**src/rtl/core/gb3_pkg.sv**
```systemverilog
// Shared constants, types and register codes of the 3x3 Gaussian blur unit.
package gb3_pkg;

   // Geometry limits
   localparam int MAX_WIDTH   = 4096;
   localparam int COL_W       = $clog2(MAX_WIDTH);
   localparam int ROW_W       = 16;
   localparam int MIN_DIM     = 3;
   localparam int IMG_W_W     = 13;

   // Pixel and channel layout, red in the lowest byte
   localparam int CH_W        = 8;
   localparam int NUM_CH      = 3;
   localparam int PIX_W       = CH_W * NUM_CH;
   localparam int SUM_W       = CH_W + 2;
   localparam int CH_MAX      = (1 << CH_W) - 1;

   // Q0.16 weights and a Q12.16 accumulator
   localparam int COEF_W      = 16;
   localparam int FRAC_W      = 16;
   localparam int ACC_W       = SUM_W + COEF_W + 2;
   localparam int ROUND_ADD   = (1 << FRAC_W) - 1;

   // Results one pixel can cause
   localparam int EMIT_N      = 4;

   // Configuration port
   localparam int CSR_IDX_W   = 3;
   localparam int CSR_DATA_W  = 16;

   localparam logic [CSR_IDX_W-1:0] CSR_IMAGE_WIDTH  = 3'd0;
   localparam logic [CSR_IDX_W-1:0] CSR_IMAGE_HEIGHT = 3'd1;
   localparam logic [CSR_IDX_W-1:0] CSR_COEF_CENTER  = 3'd2;
   localparam logic [CSR_IDX_W-1:0] CSR_COEF_EDGE    = 3'd3;
   localparam logic [CSR_IDX_W-1:0] CSR_COEF_CORNER  = 3'd4;

   // Register reset values
   localparam int RESET_WIDTH       = 640;
   localparam int RESET_HEIGHT      = 480;
   localparam int RESET_COEF_CENTER = 13380;
   localparam int RESET_COEF_EDGE   = 8116;
   localparam int RESET_COEF_CORNER = 4924;

   typedef logic [PIX_W-1:0] pixel_type;

   // One line store entry: the two rows above the current one
   typedef struct packed {
      pixel_type older;
      pixel_type newer;
   } line_entry_type;

   // Position info of an accepted pixel
   typedef struct packed {
      logic [COL_W-1:0]  col;
      logic              row_le1;
      logic              first_col;
      logic [EMIT_N-1:0] emit;
   } line_req_type;

   // Column loaded into the window
   typedef struct packed {
      pixel_type         cur;
      pixel_type         up1;
      pixel_type         up2;
      logic              first_col;
      logic [EMIT_N-1:0] emit;
   } win_load_type;

   typedef struct packed {
      logic [CH_W-1:0]  center;
      logic [SUM_W-1:0] side;
      logic [SUM_W-1:0] corner;
   } chan_sum_type;

   typedef struct packed {
      chan_sum_type [NUM_CH-1:0] chan;
      logic                      eof;
      logic                      last;
   } tap_job_type;

   typedef struct packed {
      logic [COEF_W-1:0] center;
      logic [COEF_W-1:0] side;
      logic [COEF_W-1:0] corner;
   } coef_set_type;

   typedef struct packed {
      logic [CH_W+COEF_W-1:0]  center;
      logic [SUM_W+COEF_W-1:0] side;
      logic [SUM_W+COEF_W-1:0] corner;
   } chan_prod_type;

   typedef struct packed {
      chan_prod_type [NUM_CH-1:0] chan;
      logic                       eof;
      logic                       last;
   } prod_job_type;

endpackage

```
**src/rtl/core/gb3_mac.sv**
```systemverilog
// Weighting pipeline: tap sums, products with Q0.16 weights, ceiling and saturation, output register.
module gb3_mac (
   input  logic                  clock,
   input  logic                  reset,
   input  gb3_pkg::coef_set_type coef,
   input  logic                  job_valid,
   output logic                  job_ready,
   input  gb3_pkg::tap_job_type  job,
   output logic                  rsp_tvalid,
   input  logic                  rsp_tready,
   output logic [gb3_pkg::PIX_W-1:0] rsp_tdata,   // out_red, out_green, out_blue
   output logic                  rsp_tuser,       // end_of_frame
   output logic                  rsp_tlast        // last_of_run
);
   import gb3_pkg::*;

   logic                 a_valid_ff;
   tap_job_type          a_job_ff;
   logic                 m_valid_ff;
   prod_job_type         m_job_ff;
   prod_job_type         m_job_in;
   logic                 o_valid_ff;
   pixel_type            o_data_ff;
   pixel_type            o_data_in;
   logic                 o_eof_ff;
   logic                 o_last_ff;
   logic                 o_ready;
   logic                 m_ready;
   logic                 a_ready;
   logic [ACC_W-1:0]     acc   [NUM_CH];
   logic [ACC_W-FRAC_W-1:0] quot [NUM_CH];

   // Each stage moves when the one after it is empty or moving
   assign o_ready   = !o_valid_ff || rsp_tready;
   assign m_ready   = !m_valid_ff || o_ready;
   assign a_ready   = !a_valid_ff || m_ready;
   assign job_ready = a_ready;

   always_ff @(posedge clock) begin
      if (reset) begin
         a_valid_ff <= 1'b0;
         m_valid_ff <= 1'b0;
         o_valid_ff <= 1'b0;
      end else begin
         if (a_ready) begin
            a_valid_ff <= job_valid;
         end
         if (m_ready) begin
            m_valid_ff <= a_valid_ff;
         end
         if (o_ready) begin
            o_valid_ff <= m_valid_ff;
         end
      end
   end

   // Weight the three sums of each channel
   always_comb begin
      for (int ch = 0; ch < NUM_CH; ch++) begin
         m_job_in.chan[ch].center = a_job_ff.chan[ch].center * coef.center;
         m_job_in.chan[ch].side   = a_job_ff.chan[ch].side * coef.side;
         m_job_in.chan[ch].corner = a_job_ff.chan[ch].corner * coef.corner;
      end
      m_job_in.eof  = a_job_ff.eof;
      m_job_in.last = a_job_ff.last;
   end

   // Add, round up to an integer, clamp at full scale
   always_comb begin
      for (int ch = 0; ch < NUM_CH; ch++) begin
         acc[ch]  = ACC_W'(m_job_ff.chan[ch].center) + ACC_W'(m_job_ff.chan[ch].side)
                  + ACC_W'(m_job_ff.chan[ch].corner) + ACC_W'(ROUND_ADD);
         quot[ch] = acc[ch][ACC_W-1:FRAC_W];
         o_data_in[ch*CH_W +: CH_W] = (quot[ch] > CH_MAX) ? CH_W'(CH_MAX)
                                                          : quot[ch][CH_W-1:0];
      end
   end

   always_ff @(posedge clock) begin
      if (a_ready && job_valid) begin
         a_job_ff <= job;
      end
      if (m_ready && a_valid_ff) begin
         m_job_ff <= m_job_in;
      end
      if (o_ready && m_valid_ff) begin
         o_data_ff <= o_data_in;
         o_eof_ff  <= m_job_ff.eof;
         o_last_ff <= m_job_ff.last;
      end
   end

   assign rsp_tvalid = o_valid_ff;
   assign rsp_tdata  = o_data_ff;
   assign rsp_tuser  = o_eof_ff;
   assign rsp_tlast  = o_last_ff;

endmodule

```
**config.mk**
```make
export PLATFORM = sky130hd
export DESIGN_NAME = gb3_mac
export DESIGN_NICKNAME = d
export VERILOG_FILES = /design/src/rtl/core/gb3_pkg.sv /design/src/rtl/core/gb3_mac.sv
export SDC_FILE = /design/constraint.sdc
export NUM_CORES = 2
export LEC_CHECK = 0
export ABC_AREA = 1
export BUFFER_PORTS_ARGS = -buffer_cell sky130_fd_sc_hd__buf_2
export CAP_MARGIN = 20
export CORE_MARGIN = 3
export CORE_UTILIZATION = 55
export DETAILED_ROUTE_END_ITERATION = 10
export PLACE_DENSITY_LB_ADDON = 0.25
export SYNTH_ARGS = -nofsm -noshare
export SYNTH_HDL_FRONTEND = slang
export SYNTH_SLANG_ARGS = --single-unit
```
**constraint.sdc**
```tcl
create_clock -name clock -period 8.1 [get_ports clock]
set_input_delay 1.62 -clock clock [delete_from_list [all_inputs] [get_ports clock]]
set_output_delay 1.62 -clock clock [all_outputs]
set_load 0.01 [all_outputs]
```
# ---- After elaboration in Yosys (flattened, before gate mapping)
# Index checks and enable logic that the tools add are counted.
dict set report totals {
  register_bits 345
  inputBits 138
}
dict set report op_classes {
  add_sub_neg 9
  mul 9
  magnitude_cmp 3
  reduce_logical 9
}
# cell n
set op_table {}
lappend op_table {{$mul 10x16->26} 6}
lappend op_table {{$add 27x26->28} 3}
lappend op_table {{$add 28x16->28 const B} 3}
lappend op_table {{$add 24x26->27} 3}
lappend op_table {{$mul 8x16->24} 3}
lappend op_table {{$gt 12x8->1 const B} 3}
lappend op_table {{$logic_and 1x1->1} 3}
lappend op_table {{$logic_not 1->1} 3}
lappend op_table {{$logic_or 1x1->1} 3}

# ---- Depth between registers and ports, before layout
dict set report logic_depth {
  depth_word 5
  mapped_depth 24
}

# ---- Least setup slack after synthesis
# Ideal clock, no wire load.
dict set report synth_path {
  path_type {input -> register}
  startpoint {input rsp_tready}
  endpoint {register m_job_ff[0] (netlist bit) (enable)}
  arrival_ns 6.316
  required_time_ns 7.518
  path_slack_ns 1.202
  stages 6
  n_path_buf 0
  path_cell_list {inv_1 > nand2_1 > nor2_1 > inv_1 > nand2_1 > inv_1}
}
dict set report synth_between {
  elab_chain_len 3
}
# item line_no
set synth_lines {}
lappend synth_lines {{start: declaration} gb3_mac.sv:10} ;# input logic rsp_tready,
lappend synth_lines {{$logic_or 1x1->1} gb3_mac.sv:34} ;# assign o_ready = !o_valid_ff || rsp_tready;
lappend synth_lines {{$logic_or 1x1->1} gb3_mac.sv:35} ;# assign m_ready = !m_valid_ff || o_ready;
lappend synth_lines {{$logic_and 1x1->1} gb3_mac.sv:83} ;# if (m_ready && a_valid_ff) begin
lappend synth_lines {{end signal: assignment} gb3_mac.sv:84} ;# m_job_ff <= m_job_in;
lappend synth_lines {{end: declaration} gb3_mac.sv:20} ;# prod_job_type m_job_ff;
# No other way between the ends.
# A chain may end at the register's enable or synchronous reset.

==> reports/qor.txt <==
Worst Path Arrival: 6.53 ns
Mapped Area: 63,220 um^2
kind of critical path: in2reg
synth top area cells: fa_1 31%, edfxtp_1 16%, ha_1 13%
1st-iter DRT viols: 3,079
Yosys cell types: 45
root buffer cell: clkbuf_16
area of the multi-input gates: 43,590 um^2
post-synth top area share: 31.16%
clock latency on the worst-skew pair: 0.64 ns
Commonest cells post-synth: 2,181 x inv_1, 2,102 x nand2_1, 984 x fa_1
area leader, netlist: fa_1
largest net degree at the start of global routing: 135
Seq/Total Area, Yosys: 16.34%
# clock sinks: 345
CTS HTree Levels: 2
Post-CTS Setup Inserts: 0
Critical Path RT: 8.35 ns
drt wl/cell: 17.95 um
gr usage total: 28.86%
CP endpoint kind: flip-flop
Nets: 9,646
post-cts resize count: 0
FILL cells: 10,502
GRT overflow: 0
TNS Setup: 0 ns
Routed WL: 168,800 um
max-slew violation count: 0
TritonCTS clock tree: done
skew final: 0.03415 ns
register area: 10,330 um^2
total CTS buffers: 46
placed insts: 9,318
final core utilization: 58.81%
#FFs+latches synth: 345
port buffer count: 165
die width: 345.0 um
max cap viols: 0
drc violations: 0
DR pass1 iterations: 6
initial antenna violation count: 5
floorplan row count: 123
Hold Vio Cnt, Final: 0
cells after synthesis: 7,933
area grow syn2layout: 5.355%
fin crit period: 6.280 ns
pre-CTS setup slack: 1.253 ns
final cycle utilization of the critical path: 77.53%
PnR worst setup slack: 1.820 ns
most numerous cell in the Yosys netlist: inv_1
Max Fclk: 0.1592 GHz
I/O pin cnt: 166
Syn Area/Cell: 7.970 um^2
RSZ-0062 raised after global routing: no
CTS Buffer Depth: 3
Max FO, Critical Path: 24
initial core utilization: 55.82%
Syn Nets: 9,712
ys async rst share: 0%
EDFF count, synth: 342
Post-CTS Hold Buffers: 0
Antenna Cells: 0
die height: 345.0 um
core box area: 113,300 um^2
ratio of cells with drive above 1 in the final layout: 3.745%
number of global-route vias before repair: 52,475
outcome: completed
CTS clk-pin slew, worst paths: 0.06 ns
die area: 119,100 um^2
# setup viols final: 0
Slew HR: 23.23%
worst slew pin tran: 1.143 ns
Worst Setup Start Kind: input port
vias per std cell: 5.252
hold crit path type: reg2reg
Placer Congestion: 0.9648
first-pass GRT wire length: 275,700 um
synth warn: 0
fin cells: 9,404
DP Wirelength: 136,700 um
Detail Route Antenna Nets: 0
ys flop type: edfxtp_1
DR vias: 49,389
## critical path: stages
cell and delay [ns]:
buf_2 0.50, nand2_1 0.17, fa_1 0.54, fa_1 0.54
inv_1 0.06, fa_1 0.47, inv_1 0.07, fa_1 0.49
inv_1 0.05, ha_1 0.37, a21oi_1 0.13, o21ai_0 0.23
nand2_1 0.08, nand3_1 0.17, a21oi_1 0.11, xnor2_1 0.89
## layout make-up
cell class | count | share of cell area [%]
multi-input combinational | 5107 | 65.44
sequential | 345 | 15.51
inverter | 2182 | 12.31
tap | 1500 | 2.818
clock buffer | 53 | 1.863
timing repair buffer | 185 | 1.484
clock inverter | 32 | 0.5710
## metal layers
metal	part of all wire (%)	up-vias	global-route usage, %	wire length [um]
met5	0	-	0	0
met4	3.5	0	9.829	5895
met3	6.5	321	4.599	10890
met2	50	1510	50.36	83800
met1	40	24244	36.49	68230
li1	-	23314	-	-
## state kept, by name (all words and copies together) (netlist names)
| register | flops |
|---|---|
| m_job_ff | 230 |
| m_valid_ff | 1 |
| rsp_tlast | 1 |
| a_job_ff | 86 |
| rsp_tdata | 24 |
| rsp_tvalid | 1 |
| rsp_tuser | 1 |
| a_valid_ff | 1 |
## placed cells by master, fill, tap and decap left out, types with 9 or more instances in the layout
| cell type | n |
|---|---|
| nor4_1 | 22 |
| edfxtp_1 | 342 |
| a211oi_1 | 10 |
| nor2_1 | 281 |
| a21oi_1 | 282 |
| nand4_1 | 64 |
| a31oi_1 | 11 |
| ha_1 | 657 |
| o21a_1 | 9 |
| fa_1 | 984 |
| inv_1 | 2179 |
| o21bai_1 | 34 |
| o21ai_0 | 124 |
| buf_2 | 165 |
| a21o_1 | 26 |
| xnor2_1 | 60 |
| nand3_1 | 170 |
| nand2_1 | 2102 |
| nand3b_1 | 12 |
| clkbuf_16 | 49 |
| nor3_1 | 46 |
| xor2_1 | 145 |
| buf_4 | 19 |
| o21ai_1 | 11 |
## cell families after synthesis
logic type	count (synthesis)	share of synthesized area [%]
buf+inv	2481	14.73
fa+ha+maj	1641	44.16
flops	345	16.34
xor+xnor	205	2.840
simple gates	2719	17.13
compound gates	542	4.805
## through the flow
step                instance area [um^2]  hold WS (ns)
floorplan                          63220        0.4003
global placement                   64970        0.4031
detailed placement                 64970        0.4123
CTS                                66590        0.4162
global route                       66610        0.4393
finish                             66610        0.4116
## worst paths after layout
kind | startpoint | to | slack, ns | cells after the start
min reg2reg | m_job_ff[0]$_DFFE_PP_ | rsp_tlast$_DFFE_PP_ | 0.41 | 0
min | m_job_ff[0]$_DFFE_PP_ | rsp_tlast$_DFFE_PP_ | 0.41 | 0
max reg2reg | a_job_ff[31]$_DFFE_PP_ | m_job_ff[96]$_DFFE_PP_ | 2.43 | 19
max | coef[37] | m_job_ff[72]$_DFFE_PP_ | 1.82 | 16
Power is left out: the tool's default activity adds up to more than one toggle a clock period on the data nets, which glitch-free logic cannot reach.
