<file path="src/rtl/core/gb3_pkg.sv">
// Shared constants, types and register codes of the 3x3 Gaussian blur unit.
package gb3_pkg;

   // Geometry limits
   localparam int MAX_WIDTH   = 4096;
   localparam int COL_W       = $clog2(MAX_WIDTH);
   localparam int ROW_W       = 16;
   localparam int MIN_DIM     = 3;
   localparam int IMG_W_W     = 13;

   // Pixel and channel layout, red in the lowest byte
   localparam int CH_W        = 8;
   localparam int NUM_CH      = 3;
   localparam int PIX_W       = CH_W * NUM_CH;
   localparam int SUM_W       = CH_W + 2;
   localparam int CH_MAX      = (1 << CH_W) - 1;

   // Q0.16 weights and a Q12.16 accumulator
   localparam int COEF_W      = 16;
   localparam int FRAC_W      = 16;
   localparam int ACC_W       = SUM_W + COEF_W + 2;
   localparam int ROUND_ADD   = (1 << FRAC_W) - 1;

   // Results one pixel can cause
   localparam int EMIT_N      = 4;

   // Configuration port
   localparam int CSR_IDX_W   = 3;
   localparam int CSR_DATA_W  = 16;

   localparam logic [CSR_IDX_W-1:0] CSR_IMAGE_WIDTH  = 3'd0;
   localparam logic [CSR_IDX_W-1:0] CSR_IMAGE_HEIGHT = 3'd1;
   localparam logic [CSR_IDX_W-1:0] CSR_COEF_CENTER  = 3'd2;
   localparam logic [CSR_IDX_W-1:0] CSR_COEF_EDGE    = 3'd3;
   localparam logic [CSR_IDX_W-1:0] CSR_COEF_CORNER  = 3'd4;

   // Register reset values
   localparam int RESET_WIDTH       = 640;
   localparam int RESET_HEIGHT      = 480;
   localparam int RESET_COEF_CENTER = 13380;
   localparam int RESET_COEF_EDGE   = 8116;
   localparam int RESET_COEF_CORNER = 4924;

   typedef logic [PIX_W-1:0] pixel_type;

   // One line store entry: the two rows above the current one
   typedef struct packed {
      pixel_type older;
      pixel_type newer;
   } line_entry_type;

   // Position info of an accepted pixel
   typedef struct packed {
      logic [COL_W-1:0]  col;
      logic              row_le1;
      logic              first_col;
      logic [EMIT_N-1:0] emit;
   } line_req_type;

   // Column loaded into the window
   typedef struct packed {
      pixel_type         cur;
      pixel_type         up1;
      pixel_type         up2;
      logic              first_col;
      logic [EMIT_N-1:0] emit;
   } win_load_type;

   typedef struct packed {
      logic [CH_W-1:0]  center;
      logic [SUM_W-1:0] side;
      logic [SUM_W-1:0] corner;
   } chan_sum_type;

   typedef struct packed {
      chan_sum_type [NUM_CH-1:0] chan;
      logic                      eof;
      logic                      last;
   } tap_job_type;

   typedef struct packed {
      logic [COEF_W-1:0] center;
      logic [COEF_W-1:0] side;
      logic [COEF_W-1:0] corner;
   } coef_set_type;

   typedef struct packed {
      logic [CH_W+COEF_W-1:0]  center;
      logic [SUM_W+COEF_W-1:0] side;
      logic [SUM_W+COEF_W-1:0] corner;
   } chan_prod_type;

   typedef struct packed {
      chan_prod_type [NUM_CH-1:0] chan;
      logic                       eof;
      logic                       last;
   } prod_job_type;

endpackage

</file>
<file path="src/rtl/core/gb3_window.sv">
// 3x3 pixel window and the sequencer that issues one result's tap sums per cycle unless job_ready holds it back.
module gb3_window (
   input  logic                  clock,
   input  logic                  reset,
   input  logic                  load_valid,
   output logic                  load_ready,
   input  gb3_pkg::win_load_type load,
   output logic                  job_valid,
   input  logic                  job_ready,
   output gb3_pkg::tap_job_type  job
);
   import gb3_pkg::*;

   localparam logic [1:0] PICK_FRAME_END = 2'd3;

   pixel_type         win_ff [3][3];
   pixel_type         win_in [3][3];
   pixel_type         tap    [3][3];
   pixel_type         vals   [3];
   logic [EMIT_N-1:0] mask_ff;
   logic [EMIT_N-1:0] mask_in;
   logic [EMIT_N-1:0] mask_clr;
   logic [EMIT_N-1:0] mask_left;
   logic [1:0]        pick;
   logic              issue;
   logic              load_fire;

   // Pick the next pending result, raster order
   always_comb begin
      if (mask_ff[0]) begin
         pick = 2'd0;
      end else if (mask_ff[1]) begin
         pick = 2'd1;
      end else if (mask_ff[2]) begin
         pick = 2'd2;
      end else begin
         pick = PICK_FRAME_END;
      end
   end

   assign job_valid = |mask_ff;
   assign issue     = job_valid && job_ready;
   assign mask_clr  = mask_ff & (mask_ff - 1'b1);
   assign mask_left = issue ? mask_clr : mask_ff;

   // Load the next column once the last result of this one is out
   assign load_ready = (mask_left == '0);
   assign load_fire  = load_valid && load_ready;
   assign mask_in    = load_fire ? load.emit : mask_left;

   always_ff @(posedge clock) begin
      if (reset) begin
         mask_ff <= '0;
      end else begin
         mask_ff <= mask_in;
      end
   end

   // Shift the window left, or fill all three columns at a row start
   always_comb begin
      vals[0] = load.up2;
      vals[1] = load.up1;
      vals[2] = load.cur;
      for (int k = 0; k < 3; k++) begin
         if (load.first_col) begin
            win_in[k][0] = vals[k];
            win_in[k][1] = vals[k];
         end else begin
            win_in[k][0] = win_ff[k][1];
            win_in[k][1] = win_ff[k][2];
         end
         win_in[k][2] = vals[k];
      end
   end

   always_ff @(posedge clock) begin
      if (load_fire) begin
         win_ff <= win_in;
      end
   end

   // Bottom and right borders repeat the last row or column of the window
   always_comb begin
      for (int j = 0; j < 3; j++) begin
         for (int i = 0; i < 3; i++) begin
            tap[j][i] = win_ff[(pick[1] && j < 2) ? j + 1 : j][(pick[0] && i < 2) ? i + 1 : i];
         end
      end
   end

   // Center, side and corner sums per channel
   always_comb begin
      for (int ch = 0; ch < NUM_CH; ch++) begin
         job.chan[ch].center = tap[1][1][ch*CH_W +: CH_W];
         job.chan[ch].side   = SUM_W'(tap[0][1][ch*CH_W +: CH_W])
                             + SUM_W'(tap[2][1][ch*CH_W +: CH_W])
                             + SUM_W'(tap[1][0][ch*CH_W +: CH_W])
                             + SUM_W'(tap[1][2][ch*CH_W +: CH_W]);
         job.chan[ch].corner = SUM_W'(tap[0][0][ch*CH_W +: CH_W])
                             + SUM_W'(tap[0][2][ch*CH_W +: CH_W])
                             + SUM_W'(tap[2][0][ch*CH_W +: CH_W])
                             + SUM_W'(tap[2][2][ch*CH_W +: CH_W]);
      end
      job.eof  = (pick == PICK_FRAME_END);
      job.last = (mask_clr == '0);
   end

endmodule

</file>
<file path="config.mk">
export PLATFORM = sky130hd
export DESIGN_NAME = gb3_window
export DESIGN_NICKNAME = d
export VERILOG_FILES = /design/src/rtl/core/gb3_pkg.sv /design/src/rtl/core/gb3_window.sv
export SDC_FILE = /design/constraint.sdc
export NUM_CORES = 1
export LEC_CHECK = 0
export ABC_AREA = 1
export BUFFER_PORTS_ARGS = -buffer_cell sky130_fd_sc_hd__buf_4
export CAP_MARGIN = 15
export CORE_ASPECT_RATIO = 0.6
export CORE_MARGIN = 10
export CORE_UTILIZATION = 35
export CTS_BUF_LIST = sky130_fd_sc_hd__clkbuf_8 sky130_fd_sc_hd__clkbuf_16
export DETAILED_ROUTE_END_ITERATION = 10
export PLACE_DENSITY = 0.59
export REMOVE_ABC_BUFFERS = 1
export SYNTH_ARGS = -nofsm -noshare
export SYNTH_HDL_FRONTEND = slang
export SYNTH_SLANG_ARGS = --single-unit
</file>
<file path="constraint.sdc">
create_clock -name clock -period 39.7 [get_ports clock]
set_clock_uncertainty 0.15 [all_clocks]
set_input_delay 3.97 -clock clock [delete_from_list [all_inputs] [get_ports clock]]
set_output_delay 3.97 -clock clock [all_outputs]
set_load 0.01 [all_outputs]
</file>
Word level (Yosys, flattened, before mapping)
Cells that the tools add are included.
{ "classes": {"n_eq_ne": 1, "shift": 0, "addsub": 19, "n_mux": 36, "bitwise": 5, "mul": 0, "n_lt_le_gt_ge": 4, "n_reduce_logical": 5, "div_mod_pow": 0} }
{ "op_table": {"columns": ["operator", "count"], "rows": [
  ["binary-select mux 24 bit (select 2 bit)", 6],
  ["binary-select mux 72 bit (select 2 bit)", 2],
  ["2-to-1 mux 24 bit", 12],
  ["2-to-1 mux 72 bit", 4],
  ["2-to-1 mux 48 bit", 3],
  [">= comparator 32 x 3 -> 1 bit (second input constant)", 4],
  ["NOT 1 -> 32 bit", 2],
  ["NOT 2 -> 32 bit", 2],
  ["adder 10 x 8 -> 10 bit", 6],
  ["adder 9 x 8 -> 10 bit", 6],
  ["adder 8 x 8 -> 9 bit", 6],
  ["logical NOT 4 bit", 2],
  ["2-to-1 mux 2 bit", 4],
  ["2-to-1 mux 4 bit", 2],
  ["bitwise AND 4 bit", 1],
  ["OR reduction 4 bit", 1],
  ["subtractor 4 x 1 -> 4 bit (second input constant)", 1],
  ["2-to-1 mux 1 bit", 3],
  ["== test 2 bit (second input constant)", 1],
  ["logical AND 1 bit", 2]
]} }
{ "totals": {"memories": 0, "output_inout_bits": 88, "mem_bits_rw": 0, "regBits": 220, "latch_bits": 0, "romBits": 0} }

Longest topological paths before layout
{ "logic_depth": {"word_depth": 14, "depth_mapped": 20, "ltp_nobuf": 18} }

Least setup slack after synthesis
Ideal clock, no wire load.
{ "synth_timing": {"path_type": "input port to flip-flop", "from": "input port job_ready", "to": "register win_ff (netlist bit tap[0]), enable pin", "stages": 3, "n_path_buf": 0, "setup_time_ps": 1101, "slack_ps": 18427, "arrival_time_ps": 20022, "cell_sequence": "inv_1 -> maj3_1 -> nor3b_1"} }
{ "synth_via": {"elab_chain_cells": 4} }
{ "synth_lines": {"columns": ["element", "line", "text"], "rows": [
  ["start, declared", "gb3_window.sv:9", "input logic job_ready,"],
  ["logical AND 1 bit", "gb3_window.sv:42", "assign issue = job_valid && job_ready;"],
  ["2-to-1 mux 4 bit", "gb3_window.sv:44", "assign mask_left = issue ? mask_clr : mask_ff;"],
  ["logical NOT 4 bit", "gb3_window.sv:47", "assign load_ready = (mask_left == '0);"],
  ["logical AND 1 bit", "gb3_window.sv:48", "assign load_fire = load_valid && load_ready;"],
  ["net load_fire", "gb3_window.sv:26", "logic load_fire;"],
  ["end signal, assigned", "gb3_window.sv:78", "win_ff <= win_in;"],
  ["end, declared", "gb3_window.sv:16", "pixel_type win_ff [3][3];"]
]} }
The timed path passes the listed nets, and every way through them passes these cells.
A chain may end at the register's enable or synchronous reset.

==> run_results.csv <==
group,metric,value,unit
floorplan,dieWidth,292.1,um
clocking,cts.sinks,220,
finish,areaGrowthSynthToFinish,15.08,%
detailed_routing,wire_per_inst,16.66,um
outcome,status,"completed",
finish,fin_nets,2084,
global_routing,grt_pass1_wl,65310,um
timing,timing.hold.ws,451.1,ps
floorplan,core-area,43630,um2
synth,synth_seq_area_share,42.22,%
min_path,min_path_type,"flip-flop to flip-flop",
placement,numPortBuffers,168,
timing,setup_viol,0,
clocking,hold_buffers,0,
setup_path,critPathKind,"flip-flop to output pin",
synth,netlist_instances,1761,
synth,synth.distinct_cells,40,
global_routing,grt-ovfl-total,0,
clocking,path_clk_slew,70,ps
setup_path,worst-path-buf-inv,4,
detailed_routing,drc,0,
timing,fin_tns_setup,0,ps
detailed_routing,dr.first_iter.drc_count,970,
timing,rsz0062_at_grt,"no",
global_routing,antenna_found_initial,2,
pwr,ir_drop,0.1652,mV
clocking,h-tree-depth,1,
detailed_routing,viasPerCell,4.843,
global_routing,grt_pass1_vias,11670,
clocking,cts_tree,"done",
detailed_routing,antenna_left,0,
detailed_routing,wirelength,40840,um
setup_path,crit_path_max_incr_delay,870,ps
timing,slew_viol_final,0,
floorplan,die_h,183.3,um
synth,syn_area,15550,um2
detailed_routing,vias,11870,
synth,ys_ff_latch,220,
setup_path,cpMaxStageDelayCell,"dfxtp_1",
setup_path,required,35580,ps
detailed_routing,first_pass_iters,5,
timing,final_hold_viol_count,0,
clocking,cts-buffers-inserted,24,
floorplan,rows,59,
clocking,cts_resized,0,
pwr,power_density,92.28,nW/um2
timing,worst_slack,30090,ps
setup_path,crit_fanout,76,
synth,avgSynthCellArea,8.832,um2
pwr,p_leak,8.170,nW
clocking,cts_setup_buffers,0,
floorplan,die_area,53540,um2
floorplan,io_pins,169,
timing,min_period,9614,ps
clocking,insertion_delay,540,ps
placement,dp_hpwl,29000,um
finish,final_cell_mix,"393 x nand2_1, 322 x inv_1, 314 x o21ai_0, 216 x edfxtp_1, 172 x buf_4",
floorplan,start_util,35.65,%
timing,fmax,104.0,MHz
finish,final_common_cell,"nand2_1",
setup_path,end_kind,"output pin",
setup_path,startpoint_type,"flip-flop",
clocking,cts_max_path_buffers,3,
setup_path,critical_path.top_delay_family,"adder cells",
placement,place.gp.congestion,0.8183,
finish,drive_gt1_share,11.92,%
placement,pre_cts_slack,30640,ps
finish,utilization,41.02,%
timing,min_period_over_period,24.22,%
global_routing,track_usage,15.06,%
synth,yosys_warnings,0,
timing,slew_headroom,15.37,%
setup_path,crit_chain,"a21oi_4 > inv_4 > buf_4 > o211ai_1 > o21ai_1 > fa_1 > fa_1 > inv_1 > ha_1 > fa_1 > nand3_1 > nand2_1 > nand2_1 > nand2_1 > a21oi_1 > o21bai_1 > buf_4",
run,max-cap-violations,0,
setup_path,critical_path_arrival,5490,ps
timing,tightest_slew,1270,ps
clocking,clock-root-buffer,"clkbuf_16",
global_routing,grt_max_degree,213,
routing by layer:
layer	vias up	track usage (%)	wire length [um]
met5	-	0	0
met3	46	3.329	2339
met1	5610	21.57	19860
li1	5930	-	-
met4	0	2.980	693
met2	288	23.04	17950
report_power, final:
part | internal [mW] | switching, mW | total, mW
clock network | 0.140 | 0.0974 | 0.238
registers | 0.291 | 0.0131 | 0.304
logic | 0.483 | 0.627 | 1.11
total | 0.914 | 0.737 | 1.65
cell families after synthesis:
logic type               share of synthesized area, %
adder cells (fa/ha/maj)                         16.77
multiplexers                                  0.06436
XOR/XNOR                                        1.746
flip-flops                                      42.22
buffers and inverters                           11.48
AND/OR/NAND/NOR                                 11.87
AO/OA/AOI/OAI                                   15.85
cell type report:
class,instances,area (um2)
fill,4337,25730
multi-input combinational,1111,7211
sequential,220,6566
timing repair buffer,176,1363
inverter,320,1204
tap,579,724.4
clock buffer,29,680.7
clock inverter,15,143.9
antenna,2,5.005
registers in the layout, indices dropped and copies added, names as in the netlist:
name     count
mask_ff      4
tap         24
win_ff     192
final timing paths:
path / startpoint / to / slack (ps) / cells past startpoint
max: mask_ff[0] / job[49] / 30090 / 17
min: win_ff[156] / win_ff[180] / 450 / 2
max reg2reg: mask_ff[0] / win_ff[75] / 35950 / 7
min reg2reg: win_ff[156] / win_ff[180] / 450 / 2
worst register-to-register path, stage by stage, from the launching register on:
cell	delay, ps
dfxtp_1	580
nor2_4	260
buf_12	590
nand3_1	210
nand2_1	130
nand2_2	80
nor3b_2	340
buf_12	640
cell usage after synthesis:
master | count | area [um2]
fa_1 | 96 | 1922
mux2i_1 | 1 | 10.01
a31oi_1 | 1 | 6.260
o21ai_1 | 41 | 205.2
buf_4 | 24 | 180.2
nor2_4 | 1 | 11.26
clkbuf_1 | 35 | 131.4
edfxtp_1 | 216 | 6486
buf_6 | 3 | 33.78
inv_2 | 3 | 11.26
nor3b_1 | 1 | 7.510
a21oi_4 | 1 | 16.27
buf_1 | 1 | 3.750
nand4_1 | 3 | 18.77
nor2_2 | 1 | 6.260
nand3_1 | 43 | 215.2
buf_2 | 47 | 235.2
or2_2 | 5 | 31.28
a21boi_0 | 2 | 15.01
maj3_1 | 1 | 10.01
a21o_1 | 1 | 7.510
inv_1 | 316 | 1186
o2bb2ai_1 | 6 | 52.55
o211ai_1 | 25 | 187.7
o21a_1 | 6 | 45.04
nand3b_1 | 1 | 7.510
nand2_1 | 393 | 1475
dfxtp_1 | 4 | 80.08
o22ai_1 | 1 | 6.260
o221ai_1 | 4 | 35.03
xor2_1 | 29 | 254.0
o21bai_1 | 4 | 30.03
nor2_1 | 18 | 67.56
a21oi_1 | 52 | 260.3
nand2_2 | 1 | 6.260
o21ai_0 | 314 | 1572
xnor2_1 | 2 | 17.52
clkinv_1 | 1 | 3.750
a22o_1 | 3 | 26.28
ha_1 | 54 | 675.7
stage by stage:
stage / cells / instance area (um2) / power (mW)
floorplan: 1651 / 14970 / 0.9727
global placement: 2406 / 17070 / 1.422
detailed placement: 2406 / 17070 / 1.429
CTS: 2450 / 17890 / 1.676
global route: 2452 / 17900 / 1.807
finish: 2452 / 17900 / 1.652
Note: power is estimated with default switching activity, not from simulation.
